--- src/jsu_pkg.sv ---
// Package for the JSON string unescape core.
// Holds phase and status codes, the job record passed from front to back,
// character constants and the hex and UTF-8 helper functions. No dependencies.
package jsu_pkg;

  // Default width of the saturating decoded-length counter.
  localparam int LENGTH_WIDTH_DEF = 16;
  // Default depth of the job queue between front and back.
  localparam int QUEUE_DEPTH_DEF  = 4;
  // Width of the decoded_length output field.
  localparam int OUT_LEN_W        = 16;

  // Characters the parser looks for.
  localparam logic [7:0] CH_NUL       = 8'h00;
  localparam logic [7:0] CH_QUOTE     = 8'h22;
  localparam logic [7:0] CH_BSLASH    = 8'h5C;
  localparam logic [7:0] CH_SLASH     = 8'h2F;
  localparam logic [7:0] CH_B         = 8'h62;
  localparam logic [7:0] CH_F         = 8'h66;
  localparam logic [7:0] CH_N         = 8'h6E;
  localparam logic [7:0] CH_R         = 8'h72;
  localparam logic [7:0] CH_T         = 8'h74;
  localparam logic [7:0] CH_U         = 8'h75;
  localparam logic [7:0] CH_SPACE     = 8'h20;
  localparam logic [7:0] CTRL_BS      = 8'h08;
  localparam logic [7:0] CTRL_FF      = 8'h0C;
  localparam logic [7:0] CTRL_LF      = 8'h0A;
  localparam logic [7:0] CTRL_CR      = 8'h0D;
  localparam logic [7:0] CTRL_TAB     = 8'h09;

  // Top six bits of a high and a low surrogate.
  localparam logic [5:0] SURR_HIGH_TAG = 6'b110110;
  localparam logic [5:0] SURR_LOW_TAG  = 6'b110111;
  localparam logic [20:0] SUPP_BASE    = 21'h10000;

  typedef enum logic [2:0] {
    PH_NORMAL     = 3'd0,
    PH_ESC        = 3'd1,
    PH_HEX_FIRST  = 3'd2,
    PH_WANT_BS    = 3'd3,
    PH_WANT_U     = 3'd4,
    PH_HEX_SECOND = 3'd5
  } phase_t;

  typedef enum logic [2:0] {
    ST_OK       = 3'd0,
    ST_BAD_HEX  = 3'd1,
    ST_BAD_SURR = 3'd2,
    ST_BAD_ESC  = 3'd3,
    ST_NO_QUOTE = 3'd4,
    ST_BAD_CHAR = 3'd5
  } status_t;

  // One job: up to four output bytes, or a single done beat.
  typedef struct packed {
    logic [3:0][7:0] bytes;     // bytes[0] goes out first
    logic [1:0]      last_idx;  // number of beats minus one
    logic            is_done;
    status_t         status;
  } job_t;

  // Hex digit decode: bit 4 flags a valid digit, bits 3:0 hold its value.
  function automatic logic [4:0] hex_value(input logic [7:0] c);
    logic [4:0] r;
    r = 5'd0;
    if (c >= 8'h30 && c <= 8'h39) r = {1'b1, 4'(c - 8'h30)};
    else if (c >= 8'h41 && c <= 8'h46) r = {1'b1, 4'(c - 8'h37)};
    else if (c >= 8'h61 && c <= 8'h66) r = {1'b1, 4'(c - 8'h57)};
    return r;
  endfunction

  // A job that emits a single byte.
  function automatic job_t one_byte(input logic [7:0] b);
    job_t j;
    j = '0;
    j.bytes[0] = b;
    j.status   = ST_OK;
    return j;
  endfunction

  // A done beat with the given status.
  function automatic job_t done_job(input status_t s);
    job_t j;
    j = '0;
    j.is_done = 1'b1;
    j.status  = s;
    return j;
  endfunction

  // UTF-8 encoding of a code point into one to four bytes.
  function automatic job_t utf8_encode(input logic [20:0] cp);
    job_t j;
    j = '0;
    j.status = ST_OK;
    if (cp <= 21'h7F) begin
      j.bytes[0] = cp[7:0];
      j.last_idx = 2'd0;
    end else if (cp <= 21'h7FF) begin
      j.bytes[0] = {3'b110, cp[10:6]};
      j.bytes[1] = {2'b10, cp[5:0]};
      j.last_idx = 2'd1;
    end else if (cp <= 21'hFFFF) begin
      j.bytes[0] = {4'b1110, cp[15:12]};
      j.bytes[1] = {2'b10, cp[11:6]};
      j.bytes[2] = {2'b10, cp[5:0]};
      j.last_idx = 2'd2;
    end else begin
      j.bytes[0] = {5'b11110, cp[20:18]};
      j.bytes[1] = {2'b10, cp[17:12]};
      j.bytes[2] = {2'b10, cp[11:6]};
      j.bytes[3] = {2'b10, cp[5:0]};
      j.last_idx = 2'd3;
    end
    return j;
  endfunction

endpackage

--- src/jsu_in_if.sv ---
// Input channel of the JSON string unescape core: one raw string byte per beat.
// Depends on nothing.
interface jsu_in_if;
  logic       valid;
  logic       ready;
  logic [7:0] in_byte;

  modport source (output valid, output in_byte, input ready);
  modport sink   (input valid, input in_byte, output ready);
endinterface

--- src/jsu_out_if.sv ---
// Result channel of the JSON string unescape core: one decoded byte or done per beat.
// Depends on nothing.
interface jsu_out_if;
  logic        valid;
  logic        ready;
  logic [7:0]  out_byte;
  logic        is_done;
  logic [2:0]  status;
  logic [15:0] decoded_length;
  logic        last;

  modport source (output valid, output out_byte, output is_done, output status,
                  output decoded_length, output last, input ready);
  modport sink   (input valid, input out_byte, input is_done, input status,
                  input decoded_length, input last, output ready);
endinterface

--- src/jsu_front.sv ---
// Front end: accepts raw bytes, tracks escape and surrogate parsing, and
// pushes one job per byte that yields results. Depends on jsu_pkg, jsu_in_if.
module jsu_front (
  input  logic          clk,
  input  logic          rst_n,
  jsu_in_if.sink        in_ch,
  input  logic          q_full,
  output logic          q_push,
  output jsu_pkg::job_t q_job
);
  import jsu_pkg::*;

  phase_t      phase_r, phase_nxt;
  logic [1:0]  hex_cnt_r, hex_cnt_nxt;
  logic [11:0] hex_acc_r, hex_acc_nxt;   // first three digits of the value
  logic [9:0]  high_r, high_nxt;          // high surrogate minus 0xD800
  logic        accept;
  logic        emit;
  job_t        job;
  logic [7:0]  c;
  logic [4:0]  hv;
  logic [15:0] full_val;

  assign in_ch.ready = !q_full;
  assign accept      = in_ch.valid && in_ch.ready;
  assign c           = in_ch.in_byte;
  assign hv          = hex_value(c);
  assign full_val    = {hex_acc_r, hv[3:0]};

  // Parser state register.
  always_ff @(posedge clk) begin
    if (!rst_n) begin
      phase_r   <= PH_NORMAL;
      hex_cnt_r <= 2'd0;
      hex_acc_r <= 12'd0;
      high_r    <= 10'd0;
    end else if (accept) begin
      phase_r   <= phase_nxt;
      hex_cnt_r <= hex_cnt_nxt;
      hex_acc_r <= hex_acc_nxt;
      high_r    <= high_nxt;
    end
  end

  // Next state and the job for the current byte. A done clears all state.
  always_comb begin
    phase_nxt   = phase_r;
    hex_cnt_nxt = hex_cnt_r;
    hex_acc_nxt = hex_acc_r;
    high_nxt    = high_r;
    emit        = 1'b0;
    job         = '0;

    unique case (phase_r)
      PH_ESC: begin
        phase_nxt = PH_NORMAL;
        emit      = 1'b1;
        unique case (c)
          CH_QUOTE:  job = one_byte(CH_QUOTE);
          CH_BSLASH: job = one_byte(CH_BSLASH);
          CH_SLASH:  job = one_byte(CH_SLASH);
          CH_B:      job = one_byte(CTRL_BS);
          CH_F:      job = one_byte(CTRL_FF);
          CH_N:      job = one_byte(CTRL_LF);
          CH_R:      job = one_byte(CTRL_CR);
          CH_T:      job = one_byte(CTRL_TAB);
          CH_U: begin
            emit        = 1'b0;
            phase_nxt   = PH_HEX_FIRST;
            hex_cnt_nxt = 2'd0;
            hex_acc_nxt = 12'd0;
          end
          default: job = done_job(ST_BAD_ESC);
        endcase
      end

      PH_HEX_FIRST, PH_HEX_SECOND: begin
        if (!hv[4]) begin
          emit = 1'b1;
          job  = done_job(ST_BAD_HEX);
        end else if (hex_cnt_r != 2'd3) begin
          hex_cnt_nxt = hex_cnt_r + 2'd1;
          hex_acc_nxt = {hex_acc_r[7:0], hv[3:0]};
        end else begin
          hex_cnt_nxt = 2'd0;
          hex_acc_nxt = 12'd0;
          if (phase_r == PH_HEX_FIRST) begin
            if (full_val[15:10] == SURR_HIGH_TAG) begin
              high_nxt  = full_val[9:0];
              phase_nxt = PH_WANT_BS;
            end else begin
              emit      = 1'b1;
              job       = utf8_encode({5'd0, full_val});
              phase_nxt = PH_NORMAL;
            end
          end else if (full_val[15:10] != SURR_LOW_TAG) begin
            emit = 1'b1;
            job  = done_job(ST_BAD_SURR);
          end else begin
            emit      = 1'b1;
            job       = utf8_encode({1'b0, high_r, full_val[9:0]} + SUPP_BASE);
            phase_nxt = PH_NORMAL;
          end
        end
      end

      PH_WANT_BS: begin
        if (c == CH_BSLASH) begin
          phase_nxt = PH_WANT_U;
        end else begin
          emit = 1'b1;
          job  = done_job(ST_BAD_SURR);
        end
      end

      PH_WANT_U: begin
        if (c == CH_U) begin
          phase_nxt   = PH_HEX_SECOND;
          hex_cnt_nxt = 2'd0;
          hex_acc_nxt = 12'd0;
        end else begin
          emit = 1'b1;
          job  = done_job(ST_BAD_SURR);
        end
      end

      // Normal phase; unused codes behave the same way.
      default: begin
        phase_nxt = PH_NORMAL;
        if (c == CH_BSLASH) begin
          phase_nxt = PH_ESC;
        end else begin
          emit = 1'b1;
          if (c == CH_QUOTE)      job = done_job(ST_OK);
          else if (c == CH_NUL)   job = done_job(ST_NO_QUOTE);
          else if (c < CH_SPACE)  job = done_job(ST_BAD_CHAR);
          else                    job = one_byte(c);
        end
      end
    endcase

    // Any done result returns the parser to its reset state.
    if (emit && job.is_done) begin
      phase_nxt   = PH_NORMAL;
      hex_cnt_nxt = 2'd0;
      hex_acc_nxt = 12'd0;
      high_nxt    = 10'd0;
    end
  end

  assign q_push = accept && emit;
  assign q_job  = job;

endmodule

--- src/jsu_queue.sv ---
// Short job queue between the front and back ends, built from registers.
// Depends on jsu_pkg.
module jsu_queue #(
  parameter int DEPTH = jsu_pkg::QUEUE_DEPTH_DEF
) (
  input  logic          clk,
  input  logic          rst_n,
  input  logic          push,
  input  jsu_pkg::job_t push_job,
  input  logic          pop,
  output logic          full,
  output logic          not_empty,
  output jsu_pkg::job_t head_job
);
  import jsu_pkg::*;

  localparam int PTR_W = (DEPTH > 1) ? $clog2(DEPTH) : 1;
  localparam int CNT_W = $clog2(DEPTH + 1);

  job_t             slot_r [DEPTH];
  logic [PTR_W-1:0] wr_ptr_r, rd_ptr_r;
  logic [CNT_W-1:0] count_r;

  function automatic logic [PTR_W-1:0] ptr_inc(input logic [PTR_W-1:0] p);
    return (p == PTR_W'(DEPTH - 1)) ? '0 : p + 1'b1;
  endfunction

  assign full      = (count_r == CNT_W'(DEPTH));
  assign not_empty = (count_r != '0);
  assign head_job  = slot_r[rd_ptr_r];

  // Pointers and fill count.
  always_ff @(posedge clk) begin
    if (!rst_n) begin
      wr_ptr_r <= '0;
      rd_ptr_r <= '0;
      count_r  <= '0;
    end else begin
      if (push) wr_ptr_r <= ptr_inc(wr_ptr_r);
      if (pop)  rd_ptr_r <= ptr_inc(rd_ptr_r);
      if (push && !pop)      count_r <= count_r + 1'b1;
      else if (pop && !push) count_r <= count_r - 1'b1;
    end
  end

  // Job storage.
  always_ff @(posedge clk) begin
    if (push) slot_r[wr_ptr_r] <= push_job;
  end

endmodule

--- src/jsu_back.sv ---
// Back end: plays each queued job out as result beats, keeps the saturating
// decoded-length count, and holds the output register. Depends on jsu_pkg, jsu_out_if.
module jsu_back #(
  parameter int LENGTH_WIDTH = jsu_pkg::LENGTH_WIDTH_DEF
) (
  input  logic          clk,
  input  logic          rst_n,
  input  logic          q_valid,
  input  jsu_pkg::job_t q_job,
  output logic          q_pop,
  jsu_out_if.source     out_ch
);
  import jsu_pkg::*;

  logic                    out_valid_r;
  logic [7:0]              out_byte_r;
  logic                    is_done_r;
  logic [2:0]              status_r;
  logic [OUT_LEN_W-1:0]    out_len_r;
  logic                    last_r;
  logic [1:0]              beat_r;
  logic [LENGTH_WIDTH-1:0] len_r;
  logic [LENGTH_WIDTH-1:0] len_inc;
  logic [LENGTH_WIDTH-1:0] len_shown;
  logic [OUT_LEN_W-1:0]    len_out;
  logic                    adv;
  logic                    last_beat;

  // The output register advances when empty or when its beat is taken.
  assign adv       = !out_valid_r || out_ch.ready;
  assign last_beat = (beat_r == q_job.last_idx);
  assign q_pop     = adv && q_valid && last_beat;
  assign len_inc   = (len_r == '1) ? len_r : len_r + 1'b1;
  assign len_shown = q_job.is_done ? len_r : len_inc;

  // Fit the counter to the 16-bit length field.
  generate
    if (LENGTH_WIDTH >= OUT_LEN_W) begin : g_len_trunc
      assign len_out = len_shown[OUT_LEN_W-1:0];
    end else begin : g_len_ext
      assign len_out = {{(OUT_LEN_W - LENGTH_WIDTH){1'b0}}, len_shown};
    end
  endgenerate

  // Control: output valid, beat index and length count.
  always_ff @(posedge clk) begin
    if (!rst_n) begin
      out_valid_r <= 1'b0;
      beat_r      <= 2'd0;
      len_r       <= '0;
    end else if (adv) begin
      out_valid_r <= q_valid;
      if (q_valid) begin
        beat_r <= last_beat ? 2'd0 : beat_r + 2'd1;
        len_r  <= q_job.is_done ? '0 : len_inc;
      end
    end
  end

  // Beat payload.
  always_ff @(posedge clk) begin
    if (adv && q_valid) begin
      out_byte_r <= q_job.is_done ? 8'd0 : q_job.bytes[beat_r];
      is_done_r  <= q_job.is_done;
      status_r   <= q_job.status;
      out_len_r  <= len_out;
      last_r     <= last_beat;
    end
  end

  assign out_ch.valid          = out_valid_r;
  assign out_ch.out_byte       = out_byte_r;
  assign out_ch.is_done        = is_done_r;
  assign out_ch.status         = status_r;
  assign out_ch.decoded_length = out_len_r;
  assign out_ch.last           = last_r;

endmodule

--- src/json_string_unescape_utf8_core.sv ---
// Top level of the JSON string unescape core: front parser, job queue, back end.
// Depends on jsu_pkg, jsu_in_if, jsu_out_if, jsu_front, jsu_queue, jsu_back.
//
//   Channel | Direction | Payload                                            | Handshake
//   in_ch   | sink      | in_byte[7:0]                                       | valid/ready
//   out_ch  | source    | out_byte, is_done, status, decoded_length, last    | valid/ready
//
// The front takes one byte per cycle while the queue has room; the back sends
// one beat per cycle while out_ch is ready, so a code point of n UTF-8 bytes goes out as n beats.
// The first beat of an accepted byte is written into the queue and then into the output register.
// Sustained rate is one byte per cycle while out_ch is ready, bounded by the single output beat per cycle.
// Reset is synchronous and active low; it clears parser state, queue and length count.
// A stalled output fills the queue, and then the input ready drops.
module json_string_unescape_utf8_core #(
  parameter int LENGTH_WIDTH = jsu_pkg::LENGTH_WIDTH_DEF,
  parameter int QUEUE_DEPTH  = jsu_pkg::QUEUE_DEPTH_DEF
) (
  input  logic       clk,
  input  logic       rst_n,
  jsu_in_if.sink     in_ch,
  jsu_out_if.source  out_ch
);
  import jsu_pkg::*;

  logic q_full;
  logic q_push;
  logic q_pop;
  logic q_not_empty;
  job_t push_job;
  job_t head_job;

  // Parser and classifier.
  jsu_front u_front (
    .clk    (clk),
    .rst_n  (rst_n),
    .in_ch  (in_ch),
    .q_full (q_full),
    .q_push (q_push),
    .q_job  (push_job)
  );

  // Decoupling queue.
  jsu_queue #(.DEPTH(QUEUE_DEPTH)) u_queue (
    .clk       (clk),
    .rst_n     (rst_n),
    .push      (q_push),
    .push_job  (push_job),
    .pop       (q_pop),
    .full      (q_full),
    .not_empty (q_not_empty),
    .head_job  (head_job)
  );

  // Beat sequencer and output register.
  jsu_back #(.LENGTH_WIDTH(LENGTH_WIDTH)) u_back (
    .clk     (clk),
    .rst_n   (rst_n),
    .q_valid (q_not_empty),
    .q_job   (head_job),
    .q_pop   (q_pop),
    .out_ch  (out_ch)
  );

endmodule
--- src/flat_wrapper.sv ---
// flat-port wrapper written by rule: the top's interface ports become plain ports
module json_string_unescape_utf8_core_flat import jsu_pkg::*;
#(
  parameter int LENGTH_WIDTH = jsu_pkg::LENGTH_WIDTH_DEF,
  parameter int QUEUE_DEPTH  = jsu_pkg::QUEUE_DEPTH_DEF
)
  (clk, rst_n, in_ch_valid, in_ch_in_byte, in_ch_ready, out_ch_valid, out_ch_out_byte, out_ch_is_done, out_ch_status, out_ch_decoded_length, out_ch_last, out_ch_ready);
  jsu_in_if in_ch_i ();
  jsu_out_if out_ch_i ();
  input  logic clk;
  input  logic rst_n;
  input wire logic [$bits(in_ch_i.valid)-1:0] in_ch_valid;
  input wire logic [$bits(in_ch_i.in_byte)-1:0] in_ch_in_byte;
  output wire logic [$bits(in_ch_i.ready)-1:0] in_ch_ready;
  output wire logic [$bits(out_ch_i.valid)-1:0] out_ch_valid;
  output wire logic [$bits(out_ch_i.out_byte)-1:0] out_ch_out_byte;
  output wire logic [$bits(out_ch_i.is_done)-1:0] out_ch_is_done;
  output wire logic [$bits(out_ch_i.status)-1:0] out_ch_status;
  output wire logic [$bits(out_ch_i.decoded_length)-1:0] out_ch_decoded_length;
  output wire logic [$bits(out_ch_i.last)-1:0] out_ch_last;
  input wire logic [$bits(out_ch_i.ready)-1:0] out_ch_ready;
  assign in_ch_i.valid = in_ch_valid;
  assign in_ch_i.in_byte = in_ch_in_byte;
  assign in_ch_ready = in_ch_i.ready;
  assign out_ch_valid = out_ch_i.valid;
  assign out_ch_out_byte = out_ch_i.out_byte;
  assign out_ch_is_done = out_ch_i.is_done;
  assign out_ch_status = out_ch_i.status;
  assign out_ch_decoded_length = out_ch_i.decoded_length;
  assign out_ch_last = out_ch_i.last;
  assign out_ch_i.ready = out_ch_ready;
  json_string_unescape_utf8_core #(.LENGTH_WIDTH(LENGTH_WIDTH), .QUEUE_DEPTH(QUEUE_DEPTH)) u_core (.clk(clk), .rst_n(rst_n), .in_ch(in_ch_i), .out_ch(out_ch_i));
endmodule
--- config.mk ---
export PLATFORM = sky130hd
export DESIGN_NAME = json_string_unescape_utf8_core_flat
export DESIGN_NICKNAME = d
export VERILOG_FILES = /design/src/jsu_pkg.sv /design/src/jsu_in_if.sv /design/src/jsu_out_if.sv /design/src/jsu_front.sv /design/src/jsu_queue.sv /design/src/jsu_back.sv /design/src/json_string_unescape_utf8_core.sv /design/src/flat_wrapper.sv
export SDC_FILE = /design/constraint.sdc
export NUM_CORES = 1
export LEC_CHECK = 0
export BUFFER_PORTS_ARGS = -buffer_cell sky130_fd_sc_hd__buf_2
export CAP_MARGIN = 40
export CORE_ASPECT_RATIO = 0.75
export CORE_UTILIZATION = 59
export CTS_CLUSTER_SIZE = 20
export DETAILED_ROUTE_END_ITERATION = 12
export PLACE_DENSITY = 0.76
export SETUP_SLACK_MARGIN = 0.3
export SLEW_MARGIN = 10
export SYNTH_ARGS = -nofsm -noshare
export SYNTH_HDL_FRONTEND = slang
export SYNTH_HIERARCHICAL = 1
export SYNTH_SLANG_ARGS = --single-unit
--- constraint.sdc ---
create_clock -name clk -period 6.81 [get_ports clk]
set_input_delay 1.0215 -clock clk [delete_from_list [all_inputs] [get_ports clk]]
set_output_delay 1.0215 -clock clk [all_outputs]
set_load 0.02 [all_outputs]
* Yosys cells after proc, flatten, opt, wreduce, memory -nomap -nowiden
Memories as Yosys holds them, arrays and structs flattened. A register that Yosys moved wholly into a read port is not among the register bits. Cells that the tools add are included.
Storage, ports and cells: flip-flop bits (word level) 82, memory bits (writable) 152, bits of input ports 12, output and inout bits 31, memories kept 1
Operators by class: $add $sub $neg 11, $lt $le $gt $ge 13, eq/ne operators 29, muxes and demuxes 74, reduce and logical (&&, ||, !) cells 29
Memory list:
- u_core.u_queue.slot_r | words 4, bits a word 38, read ports 1, clocked after memory_dff 1, write ports 1, line jsu_queue.sv:20 | job_t slot_r [DEPTH];
Operator list (count):
- 2-to-1 mux 38 bit | 5
- one-hot mux 38 bit (4 select lines) | 1
- one-hot mux 13 bit (9 select lines) | 1
- 2-to-1 mux 10 bit | 8
- 2-to-1 mux 16 bit | 5
- 2-to-1 mux 24 bit | 3
- == test 8 x 7 -> 1 bit (second input constant) | 7
- 2-to-1 mux 14 bit | 4
- 2-to-1 mux 12 bit | 4
- 2-to-1 mux 3 bit | 9
- 2-to-1 mux 8 bit | 3
- one-hot mux 12 bit (2 select lines) | 1
- 2-to-1 mux 2 bit | 11
- adder 20 x 17 -> 21 bit (second input constant) | 1
- <= comparator 21 x 11 -> 1 bit (second input constant) | 1
- <= comparator 21 x 16 -> 1 bit (second input constant) | 1
- <= comparator 21 x 7 -> 1 bit (second input constant) | 1
- 2-to-1 mux 18 bit | 1
- adder 16 x 1 -> 16 bit (second input constant) | 1
- binary-select mux 8 bit (select 2 bit) | 1
- == test 16 bit (second input constant) | 1
- == test 8 x 6 -> 1 bit (second input constant) | 2
- >= comparator 8 x 7 -> 1 bit (second input constant) | 2
- <= comparator 16 x 11 -> 1 bit (second input constant) | 1
- other kinds (39) | 81

* Depth between registers and ports, before layout
Gate-level depths: netlist of the first run.
word-level depth 18, gate-level depth with buffers 15, depth with buffers taken out 15

* By module
Netlist of the first run, hierarchy kept.
By module, submodules not included:
- jsu_queue | instances 1, cells an instance 242, area each 5957.0 um^2, seq. area each 4744.6 um^2
- jsu_front | instances 1, cells an instance 446, area each 3156.8 um^2, seq. area each 540.5 um^2
- jsu_back | instances 1, cells an instance 242, area each 2601.2 um^2, seq. area each 1251.2 um^2

* Worst setup path after synthesis of the first run
No wires, ideal clock.
path type input port to flip-flop, start input in_ch_in_byte[1], end memory u_core/u_queue/slot_r[0][0] in the netlist's numbering, enable pin, library setup time 0.399 ns, data arrival time 3.673 ns, data required time 6.411 ns, slack 2.738 ns, stages 10, path buffers 0, path through inv_1 -> ha_1 -> or3b_1 -> nand3_1 -> and2_1 -> a21oi_1 -> nor2_1 -> a311oi_1 -> nor2_1 -> and2_1
On the way: longest elaborated chain between the ends 10, elaborated cells on any way between the ends 21, classes of those cells order compare (6); eq/ne (2); mux (9); reduce/logical (4)
Ends and longest elaborated chain:
- start, declared | line flat_wrapper.sv:13 | input wire logic [$bits(in_ch_i.in_byte)-1:0] in_ch_in_byte;
- >= comparator 8 x 7 -> 1 bit / <= comparator 8 x 7 -> 1 bit (equally long branches) | line jsu_pkg.sv:68 | else if (c >= 8'h61 && c <= 8'h66) r = {1'b1, 4'(c - 8'h57)};
- logical AND 1 bit | line jsu_pkg.sv:68
- 2-to-1 mux 5 bit | line jsu_pkg.sv:68
- 2-to-1 mux 5 bit | line jsu_pkg.sv:67 | else if (c >= 8'h41 && c <= 8'h46) r = {1'b1, 4'(c - 8'h37)};
- 2-to-1 mux 5 bit | line jsu_pkg.sv:66 | if (c >= 8'h30 && c <= 8'h39) r = {1'b1, 4'(c - 8'h30)};
- 2-to-1 mux 1 bit | line jsu_front.sv:78 | if (!hv[4]) begin
- one-hot mux 1 bit (2 select lines) (*) | line jsu_front.sv:54 | unique case (phase_r)
- logical AND 1 bit (*) | line jsu_front.sv:151 | assign q_push = accept && emit;
- via u_core.q_push | line json_string_unescape_utf8_core.sv:26 | logic q_push;
- 2-to-1 mux 1 bit (*) | line jsu_queue.sv:48 | if (push) slot_r[wr_ptr_r] <= push_job;
- 2-to-1 mux 1 bit (not written as such) (*) | line jsu_queue.sv:48
- end, declared | line jsu_queue.sv:20
Mark *: on every way through the listed nets, which the timed path passes. The rest lies on a longest branch.

* Worst setup path after layout of the first run
start input in_ch_in_byte[1], end register u_core.u_queue.count_r[2]
On the way: longest elaborated chain between the ends 11, elaborated cells on any way between the ends 24, classes of those cells order compare (6); eq/ne (2); mux (8); reduce/logical (8)
Ends and longest elaborated chain:
- >= comparator 8 x 7 -> 1 bit / <= comparator 8 x 7 -> 1 bit (equally long branches) | line jsu_pkg.sv:68
- logical AND 1 bit | line jsu_pkg.sv:68
- 2-to-1 mux 5 bit | line jsu_pkg.sv:68
- 2-to-1 mux 5 bit | line jsu_pkg.sv:67
- 2-to-1 mux 5 bit | line jsu_pkg.sv:66
- 2-to-1 mux 1 bit | line jsu_front.sv:78
- one-hot mux 1 bit (2 select lines) (*) | line jsu_front.sv:54
- logical AND 1 bit (*) | line jsu_front.sv:151
- via u_core.q_push | line json_string_unescape_utf8_core.sv:26
- zero test 1 bit | line jsu_queue.sv:42 | else if (pop && !push) count_r <= count_r - 1'b1;
- logical AND 1 bit | line jsu_queue.sv:42
- nonzero test 2 bit (no source line)
- end signal, assigned | line jsu_queue.sv:41 | if (push && !pop) count_r <= count_r + 1'b1;
- end signal, assigned | line jsu_queue.sv:42
- end, declared | line jsu_queue.sv:22 | logic [CNT_W-1:0] count_r;
Marks and branches as above. A chain may end at the register's enable or synchronous reset.

==> metrics.txt, run 1 <==
# TYPE chip_impl_metric gauge
chip_impl_metric{name="fin_total_pwr",unit="uW"} 4272
chip_impl_metric{name="routed_wl",unit="mm"} 28.97
chip_impl_metric{name="syn_area",unit="sq mm"} 0.01171
chip_impl_metric{name="core",unit="sq mm"} 0.01938
chip_impl_metric{name="die_area",unit="sq mm"} 0.02043
chip_impl_metric{name="antenna_violating_nets_post_route",unit=""} 0
chip_impl_metric{name="fin_ws",unit="ns"} 2.531
chip_impl_metric{name="maxClockFrequency",unit="GHz"} 0.2337
chip_impl_metric{name="drt_pre_antenna_iters",unit=""} 6
chip_impl_metric{name="worst_clock_skew",unit="ns"} 0.01616
chip_impl_metric{name="yosys_warnings",unit=""} 6
chip_impl_metric{name="area_delta_synth_final",unit="%"} 9.879
chip_impl_metric{name="final.fill_count",unit=""} 1423
chip_impl_metric{name="timing.final.setup_violations",unit=""} 0
chip_impl_metric{name="boundaryPins",unit=""} 43
chip_impl_info{name="critical-path-slowest-cell",value="nor2_1"} 1
chip_impl_metric{name="slew_headroom",unit="%"} 36.06
chip_impl_metric{name="postSynthCellCount",unit=""} 930
chip_impl_info{name="status",value="finished, final reports clean"} 1
chip_impl_metric{name="ys_seq_elements",unit=""} 236
chip_impl_metric{name="vias",unit=""} 8275
chip_impl_metric{name="final.setup.tns",unit="ns"} 0
chip_impl_metric{name="post-route-drc-count",unit=""} 0
chip_impl_metric{name="timing.final.crit_period",unit="ns"} 4.279
chip_impl_metric{name="global_route.overflow_total",unit=""} 0
chip_impl_metric{name="initial_utilization",unit="%"} 60.45
chip_impl_metric{name="route.detailed.vias_per_inst",unit=""} 6.800
chip_impl_metric{name="antenna_found_initial",unit=""} 0
chip_impl_metric{name="number_of_violations_reported_at_the_end_of_detailed_routing_iteration_0",unit=""} 1059
chip_impl_metric{name="cts_hold_fix_bufs",unit=""} 0
chip_impl_metric{name="place.port_buffers",unit=""} 42
chip_impl_info{name="critical_path.startpoint_type",value="input pin"} 1
chip_impl_metric{name="timing.final.crit_share",unit="%"} 62.83
chip_impl_info{name="dominantRegCellSynth",value="edfxtp_1"} 1
chip_impl_metric{name="postCtsSetupRepairBufs",unit=""} 0
chip_impl_metric{name="crit_path_max_fanout",unit=""} 7
chip_impl_metric{name="share_of_synthesized_registers_carrying_an_async_set_or_reset",unit="%"} 0
chip_impl_info{name="top_library_cells_by_usage_in_the_layout_fill_and_taps_aside",value="181 x edfxtp_1, 59 x nand2_1, 53 x dfxtp_1"} 1
chip_impl_metric{name="max-clock-path-buffers",unit=""} 3
chip_impl_metric{name="die_y",unit="microns"} 124.0
chip_impl_metric{name="ys_seq_area_share",unit="%"} 55.79
chip_impl_metric{name="critical-path-max-stage-delay",unit="ns"} 0.57
chip_impl_metric{name="tritoncts.num_buffers",unit=""} 24
chip_impl_metric{name="clkLatencyLatePin",unit="ns"} 0.52
chip_impl_metric{name="cts.repair.resized",unit=""} 0
chip_impl_metric{name="tightest_slew",unit="ns"} 0.9533
chip_impl_metric{name="die-width",unit="microns"} 164.7
chip_impl_metric{name="groute.usage.overall",unit="%"} 28.91
chip_impl_metric{name="count_of_flip_flops_with_a_built_in_enable_after_synthesis",unit=""} 181
chip_impl_metric{name="slew_violations",unit=""} 0
chip_impl_metric{name="p_per_area",unit="mW/mm^2"} 331.9
chip_impl_metric{name="preCtsSetupSlack",unit="ns"} 2.106
chip_impl_info{name="cts_root_buf",value="clkbuf_16"} 1
chip_impl_metric{name="cp_data_required_time",unit="ns"} 7.25
chip_impl_metric{name="ctsHtreeMaxLevel",unit=""} 1
chip_impl_metric{name="fp-row-count",unit=""} 44
chip_impl_info{name="hold_path.class",value="reg2reg"} 1
chip_impl_metric{name="postLayoutCoreUtil",unit="%"} 66.43
chip_impl_metric{name="antenna_cells",unit=""} 0
chip_impl_metric{name="syn_area_per_cell",unit="sq um"} 12.60
chip_impl_metric{name="p_leak",unit="uW"} 0.004308
chip_impl_metric{name="drive_gt1_share",unit="%"} 18.26
chip_impl_info{name="layout.cells.most_common",value="edfxtp_1"} 1
chip_impl_info{name="cts_tree",value="done"} 1
chip_impl_info{name="setup.worst_path.class",value="in2reg"} 1
chip_impl_metric{name="first_global_vias",unit=""} 7407
chip_impl_info{name="worstPathCellList",value="buf_2 > inv_1 > ha_1 > or3b_1 > nand3_1 > and2_1 > a21oi_1 > nor2_1 > a311oi_1 > nor2_1 > ha_1 > inv_1 > fa_1 > xor2_1 > or3_1 > a21boi_0"} 1
chip_impl_metric{name="maxCapViolations",unit=""} 0
chip_impl_metric{name="yosysUniqueCellTypes",unit=""} 93
chip_impl_metric{name="hpwl",unit="mm"} 19.55
chip_impl_metric{name="gpl.final_weighted_congestion",unit=""} 0.9879
chip_impl_metric{name="worst_supply_voltage_drop_on_vdd",unit="uV"} 312.7
chip_impl_metric{name="cts_num_sinks",unit=""} 236
chip_impl_metric{name="cts.clk_slew.worst_paths",unit="ns"} 0.06
chip_impl_metric{name="worstPathArrival",unit="ns"} 4.71
chip_impl_metric{name="post_drt_wl_per_cell",unit="microns"} 23.80
chip_impl_metric{name="largest_net_degree_at_the_start_of_global_routing",unit=""} 45
chip_impl_metric{name="grt_first_pass_wirelength",unit="mm"} 43.68
chip_impl_info{name="endpoint_kind",value="register"} 1
chip_impl_info{name="rsz0062_at_grt",value="false"} 1
chip_impl_metric{name="finish.net_count",unit=""} 973
chip_impl_metric{name="hold_viol_final",unit=""} 0
final cells by class:
cell class | instances | area [sq um] | area share (%)
Tap cell | 253 | 316.6 | 2.459
Clock inverter | 12 | 123.9 | 0.9623
Inverter | 23 | 86.33 | 0.6707
Multi-Input combinational cell | 602 | 4751 | 36.91
Clock buffer | 32 | 663.1 | 5.152
Sequential cell | 236 | 6539 | 50.80
Timing Repair Buffer | 59 | 392.9 | 3.052
metal layers:
| layer | GRT usage, % | vias up | wire (microns) | share of wire [%] |
|---|---|---|---|---|
| li1 | - | 3679 | - | - |
| met1 | 43.87 | 4030 | 12750 | 44 |
| met2 | 39.63 | 506 | 11910 | 41 |
| met3 | 9.191 | 60 | 3637 | 13 |
| met4 | 7.282 | 0 | 676 | 2.3 |
| met5 | 1.768 | - | 0 | 0 |
stage by stage:
step / std cells / area (sq um) / hold WS [ns]
finish: 1217 / 12870 / 0.4723
global route: 1217 / 12870 / 0.4943
CTS: 1216 / 12860 / 0.4726
detailed placement: 1172 / 12070 / 0.4612
global placement: 1164 / 11960 / 0.4503
floorplan: 932 / 11720 / 0.4418
logic make-up after synthesis:
| group | count (synthesis) | synth area share [%] |
|---|---|---|
| buffers and inverters | 94 | 3.898 |
| AND/OR/NAND/NOR | 312 | 15.36 |
| flip-flops | 236 | 55.79 |
| adder cells (fa/ha/maj) | 15 | 1.666 |
| multiplexers | 63 | 10.38 |
| XOR/XNOR | 17 | 1.271 |
| AO/OA/AOI/OAI | 192 | 11.60 |
| other | 1 | 0.03201 |
worst max-delay path: cells and delay by family:
family | cells | cell delay, ns
fa+ha+maj | 3 | 0.98
simple gates | 6 | 1.88
compound gates | 3 | 0.29
buf+inv | 3 | 0.37
xor+xnor | 1 | 0.16
cells in the mapped netlist, types with 4 or more instances:
cell	instances	area, sq um
inv_1	23	86.33
nand4_1	26	162.7
or3_1	9	56.30
a21oi_1	34	170.2
nand2_1	59	221.5
edfxtp_1	181	5435
ha_1	14	175.2
dfxtp_1	55	1101
nor3_1	14	70.07
a22o_1	13	113.9
a21boi_0	5	37.54
and4_1	8	70.07
nor4_1	8	50.05
nor2b_1	14	87.58
mux2i_1	12	120.1
o21ai_0	39	195.2
xnor2_1	5	43.79
and3_1	10	62.56
buf_4	7	52.55
o31ai_1	7	52.55
or4_1	9	67.56
nand2b_1	10	62.56
o2111ai_1	4	35.03
o22ai_1	6	37.54
or2_2	5	31.28
and2_1	24	150.1
a31oi_1	13	81.33
mux2_2	4	45.04
nor2_1	40	150.1
a221o_1	5	50.05
o21a_1	6	45.04
nand3_1	46	230.2
buf_2	16	80.08
clkbuf_1	36	135.1
o211ai_1	4	30.03
xor2_1	12	105.1
a211oi_1	6	45.04
a32oi_1	4	35.03
buf_1	5	18.77
mux4_2	46	1036
o21bai_1	4	30.03
a221oi_1	6	52.55
flip-flops by register name, summed over array words and instances, names as in the netlist, 3 cells and up, named ones only:
register and flops:
u_core/u_queue/count_r 3, u_core/u_front/hex_acc_r 12, u_core/u_front/phase_r 3, u_core/u_back/len_r 16, u_core/u_back/out_ch.decoded_length 16, u_core/u_back/out_ch.status 3, u_core/u_queue/slot_r 152, u_core/u_back/out_ch.out_byte 8
u_core/u_front/high_r 10
path summary, 6_finish.rpt:
| check | startpoint | endpoint | slack, ns | cells after the start |
|---|---|---|---|---|
| setup / recovery | in_ch_in_byte[1] | u_core/u_queue/count_r[2] | 2.53 | 16 |
| hold / removal | u_core/u_front/hex_cnt_r[1] | u_core/u_front/hex_cnt_r[1] | 0.47 | 2 |
| setup reg to reg | u_core/u_front/phase_r[2] | u_core/u_queue/count_r[2] | 3.21 | 11 |
| hold reg to reg | u_core/u_front/hex_cnt_r[1] | u_core/u_front/hex_cnt_r[1] | 0.47 | 2 |
power breakdown:
group | internal, uW | total (uW) | switching [uW]
clock | 765 | 1310 | 542
combinational | 444 | 1080 | 633
sequential | 1800 | 1890 | 91.9
Power figures use the tool's default switching activity.
==> run 2, diff against run 1 <==
CORE_UTILIZATION = 56   (was 59)
clock period = 3.6 ns   (was 6.81 ns; I/O delays follow)
==> run 2 against run 1 <==
Sequential share of layout area is 1.6 points lower; global-route usage shrank 1.1 points; wire length is 0.68% lower; combinational power is 94% higher; via count increased by 0.46%; cell area increased by 3.3%; core utilization decreased by 1.2 points; critical path type is now reg2reg; highest routed layer unchanged.
==> metrics.txt, run 2 (synthesized netlist as in run 1, its figures left out) <==
# TYPE chip_impl_metric gauge
chip_impl_info{name="worst_path_dominant_cell_family",value="simple AND/OR/NAND/NOR gates"} 1
chip_impl_info{name="critical_path.startpoint_type",value="register"} 1
chip_impl_metric{name="die-width",unit="microns"} 169.0
chip_impl_metric{name="crit_path_max_fanout",unit=""} 10
chip_impl_metric{name="placedCellCount",unit=""} 1248
chip_impl_metric{name="die_y",unit="microns"} 127.3
chip_impl_metric{name="grt_first_pass_wirelength",unit="mm"} 45.28
chip_impl_info{name="top_register",value="u_core/u_queue/slot_r"} 1
chip_impl_metric{name="maxClockFrequency",unit="GHz"} 0.3256
chip_impl_metric{name="worstPathArrival",unit="ns"} 3.52
chip_impl_metric{name="worstPathBufferInverterCount",unit=""} 2
chip_impl_metric{name="largest_net_degree_at_the_start_of_global_routing",unit=""} 39
chip_impl_metric{name="place.port_buffers",unit=""} 42
chip_impl_metric{name="maxCapViolations",unit=""} 0
chip_impl_info{name="endpoint_kind",value="register"} 1
chip_impl_metric{name="post-route-cell-area",unit="sq mm"} 0.01330
chip_impl_info{name="status",value="finished, final reports clean"} 1
chip_impl_metric{name="drt_pre_antenna_iters",unit=""} 6
chip_impl_metric{name="boundaryPins",unit=""} 43
chip_impl_metric{name="drive_gt1_share",unit="%"} 22.82
chip_impl_info{name="hold_path.class",value="in2reg"} 1
chip_impl_metric{name="cts_num_sinks",unit=""} 236
chip_impl_metric{name="finish.net_count",unit=""} 1018
chip_impl_info{name="setup.worst_path.class",value="reg2reg"} 1
chip_impl_metric{name="timing.final.setup_violations",unit=""} 0
chip_impl_metric{name="clkLatencyLatePin",unit="ns"} 0.53
chip_impl_info{name="highest-signal-layer",value="met4"} 1
chip_impl_metric{name="antenna_cells",unit=""} 0
chip_impl_metric{name="timing.final.crit_period",unit="ns"} 3.071
chip_impl_info{name="layout.cells.most_common",value="edfxtp_1"} 1
chip_impl_info{name="worstPathCellList",value="or3b_2 > or3_1 > a21oi_1 > nor2_1 > a311oi_1 > nor2_2 > buf_12 > ha_2 > inv_1 > fa_1 > xor2_1 > or3_1 > a21boi_0"} 1
chip_impl_info{name="cts_tree",value="done"} 1
chip_impl_info{name="cts_root_buf",value="clkbuf_16"} 1
chip_impl_metric{name="max-clock-path-buffers",unit=""} 3
chip_impl_metric{name="met2RoutedLength",unit="mm"} 12.03
chip_impl_metric{name="max_ffs_per_register",unit=""} 152
chip_impl_metric{name="slew_violations",unit=""} 0
chip_impl_metric{name="critical-path-max-stage-delay",unit="ns"} 0.49
chip_impl_metric{name="gpl.final_weighted_congestion",unit=""} 1.048
chip_impl_metric{name="sequential_cell_area",unit="sq mm"} 0.006539
chip_impl_metric{name="hpwl",unit="mm"} 19.86
chip_impl_metric{name="number_of_violations_reported_at_the_end_of_detailed_routing_iteration_0",unit=""} 1146
chip_impl_metric{name="post-route-drc-count",unit=""} 0
chip_impl_metric{name="core",unit="sq mm"} 0.02038
chip_impl_metric{name="antenna_violating_nets_post_route",unit=""} 0
chip_impl_metric{name="preCtsSetupSlack",unit="ns"} 0.07984
chip_impl_metric{name="route.detailed.vias_per_inst",unit=""} 6.444
chip_impl_metric{name="post_drt_wl_per_cell",unit="microns"} 22.30
chip_impl_metric{name="met3RoutedLength",unit="mm"} 3.345
chip_impl_metric{name="multiInputGateArea",unit="sq mm"} 0.004770
chip_impl_metric{name="cts.repair.resized",unit=""} 0
chip_impl_metric{name="cp_data_required_time",unit="ns"} 4.05
chip_impl_metric{name="placed_area",unit="sq mm"} 0.01249
chip_impl_metric{name="timing.final.crit_share",unit="%"} 85.31
chip_impl_metric{name="cts.clk_slew.worst_paths",unit="ns"} 0.06
chip_impl_metric{name="fp-row-count",unit=""} 45
chip_impl_metric{name="postCtsSetupRepairBufs",unit=""} 0
chip_impl_info{name="critPathMostFrequentCell",value="or3_1"} 1
chip_impl_metric{name="worst_supply_voltage_drop_on_vdd",unit="uV"} 352.5
chip_impl_metric{name="area_delta_synth_final",unit="%"} 13.49
chip_impl_info{name="rsz0062_at_grt",value="false"} 1
chip_impl_metric{name="worst_clock_skew",unit="ns"} 0.02836
chip_impl_metric{name="finalNonFillerCells",unit=""} 1290
chip_impl_metric{name="postLayoutCoreUtil",unit="%"} 65.23
chip_impl_info{name="top_library_cells_by_usage_in_the_layout_fill_and_taps_aside",value="181 x edfxtp_1, 59 x nand2_1, 58 x buf_4"} 1
chip_impl_metric{name="die_area",unit="sq mm"} 0.02151
chip_impl_metric{name="initial_utilization",unit="%"} 57.48
chip_impl_metric{name="cts_hold_fix_bufs",unit=""} 0
chip_impl_metric{name="p_leak",unit="uW"} 0.004558
chip_impl_metric{name="antenna_found_initial",unit=""} 0
chip_impl_metric{name="tritoncts.num_buffers",unit=""} 23
chip_impl_metric{name="global_route.overflow_total",unit=""} 0
chip_impl_info{name="critical-path-slowest-cell",value="or3b_2"} 1
chip_impl_metric{name="vias",unit=""} 8313
chip_impl_metric{name="final.fill_count",unit=""} 1503
chip_impl_metric{name="ctsHtreeMaxLevel",unit=""} 1
chip_impl_metric{name="groute.usage.overall",unit="%"} 27.83
chip_impl_metric{name="final.setup.tns",unit="ns"} 0
chip_impl_metric{name="p_per_area",unit="mW/mm^2"} 613.3
chip_impl_metric{name="wirelength_met1",unit="mm"} 13.00
chip_impl_metric{name="hold_viol_final",unit=""} 0
chip_impl_metric{name="fin_ws",unit="ns"} 0.5288
chip_impl_metric{name="routed_wl",unit="mm"} 28.77
chip_impl_metric{name="first_global_vias",unit=""} 7673
chip_impl_metric{name="tightest_slew",unit="ns"} 0.6750
chip_impl_metric{name="slew_headroom",unit="%"} 54.94
[run 2: final timing paths]
check                               from                          end  slack [ns]  depth (start not counted)
max reg2reg    u_core/u_front/phase_r[0]    u_core/u_queue/count_r[2]        0.53                         13
max            u_core/u_front/phase_r[0]    u_core/u_queue/count_r[2]        0.53                         13
min reg2reg  u_core/u_front/hex_cnt_r[1]  u_core/u_front/hex_cnt_r[1]        0.47                          2
min                         out_ch_ready   u_core/u_back/out_ch.valid        0.39                          3
[run 2: stage by stage]
step | power (uW) | hold slack (ns)
5_1_grt | 8523 | 0.4246
4_1_cts | 8213 | 0.3787
3_3_place_gp | 5613 | 0.4515
2_1_floorplan | 5091 | 0.4418
3_5_place_dp | 5668 | 0.4579
6_report | 8154 | 0.3936
[run 2: layout make-up]
class / instances / share of cell area, %
clock buffers: 31 / 4.705
well taps: 282 / 2.654
flip-flops and latches: 236 / 49.18
inverters: 23 / 0.6493
multi-input cells: 602 / 35.87
repair buffers: 105 / 5.609
clock inverters: 11 / 1.327
[run 2: power breakdown]
part | internal (uW) | leakage (uW) | switching [uW]
sequential | 3390 | 0.00212 | 136
combinational | 869 | 0.00205 | 1220
clock | 1520 | 0.000392 | 1010
total | 5790 | 0.00456 | 2370
[run 2: routing by layer]
| metal | track usage [%] | up-vias |
|---|---|---|
| li1 | - | 3778 |
| met1 | 43.62 | 4012 |
| met2 | 38.89 | 484 |
| met3 | 7.714 | 39 |
| met4 | 4.928 | 0 |
| met5 | 0 | - |
[run 2: tightest hold or removal path: stages]
cell and delay [ns]:
buf_2 0.09, nand2b_1 0.14, a21oi_1 0.08
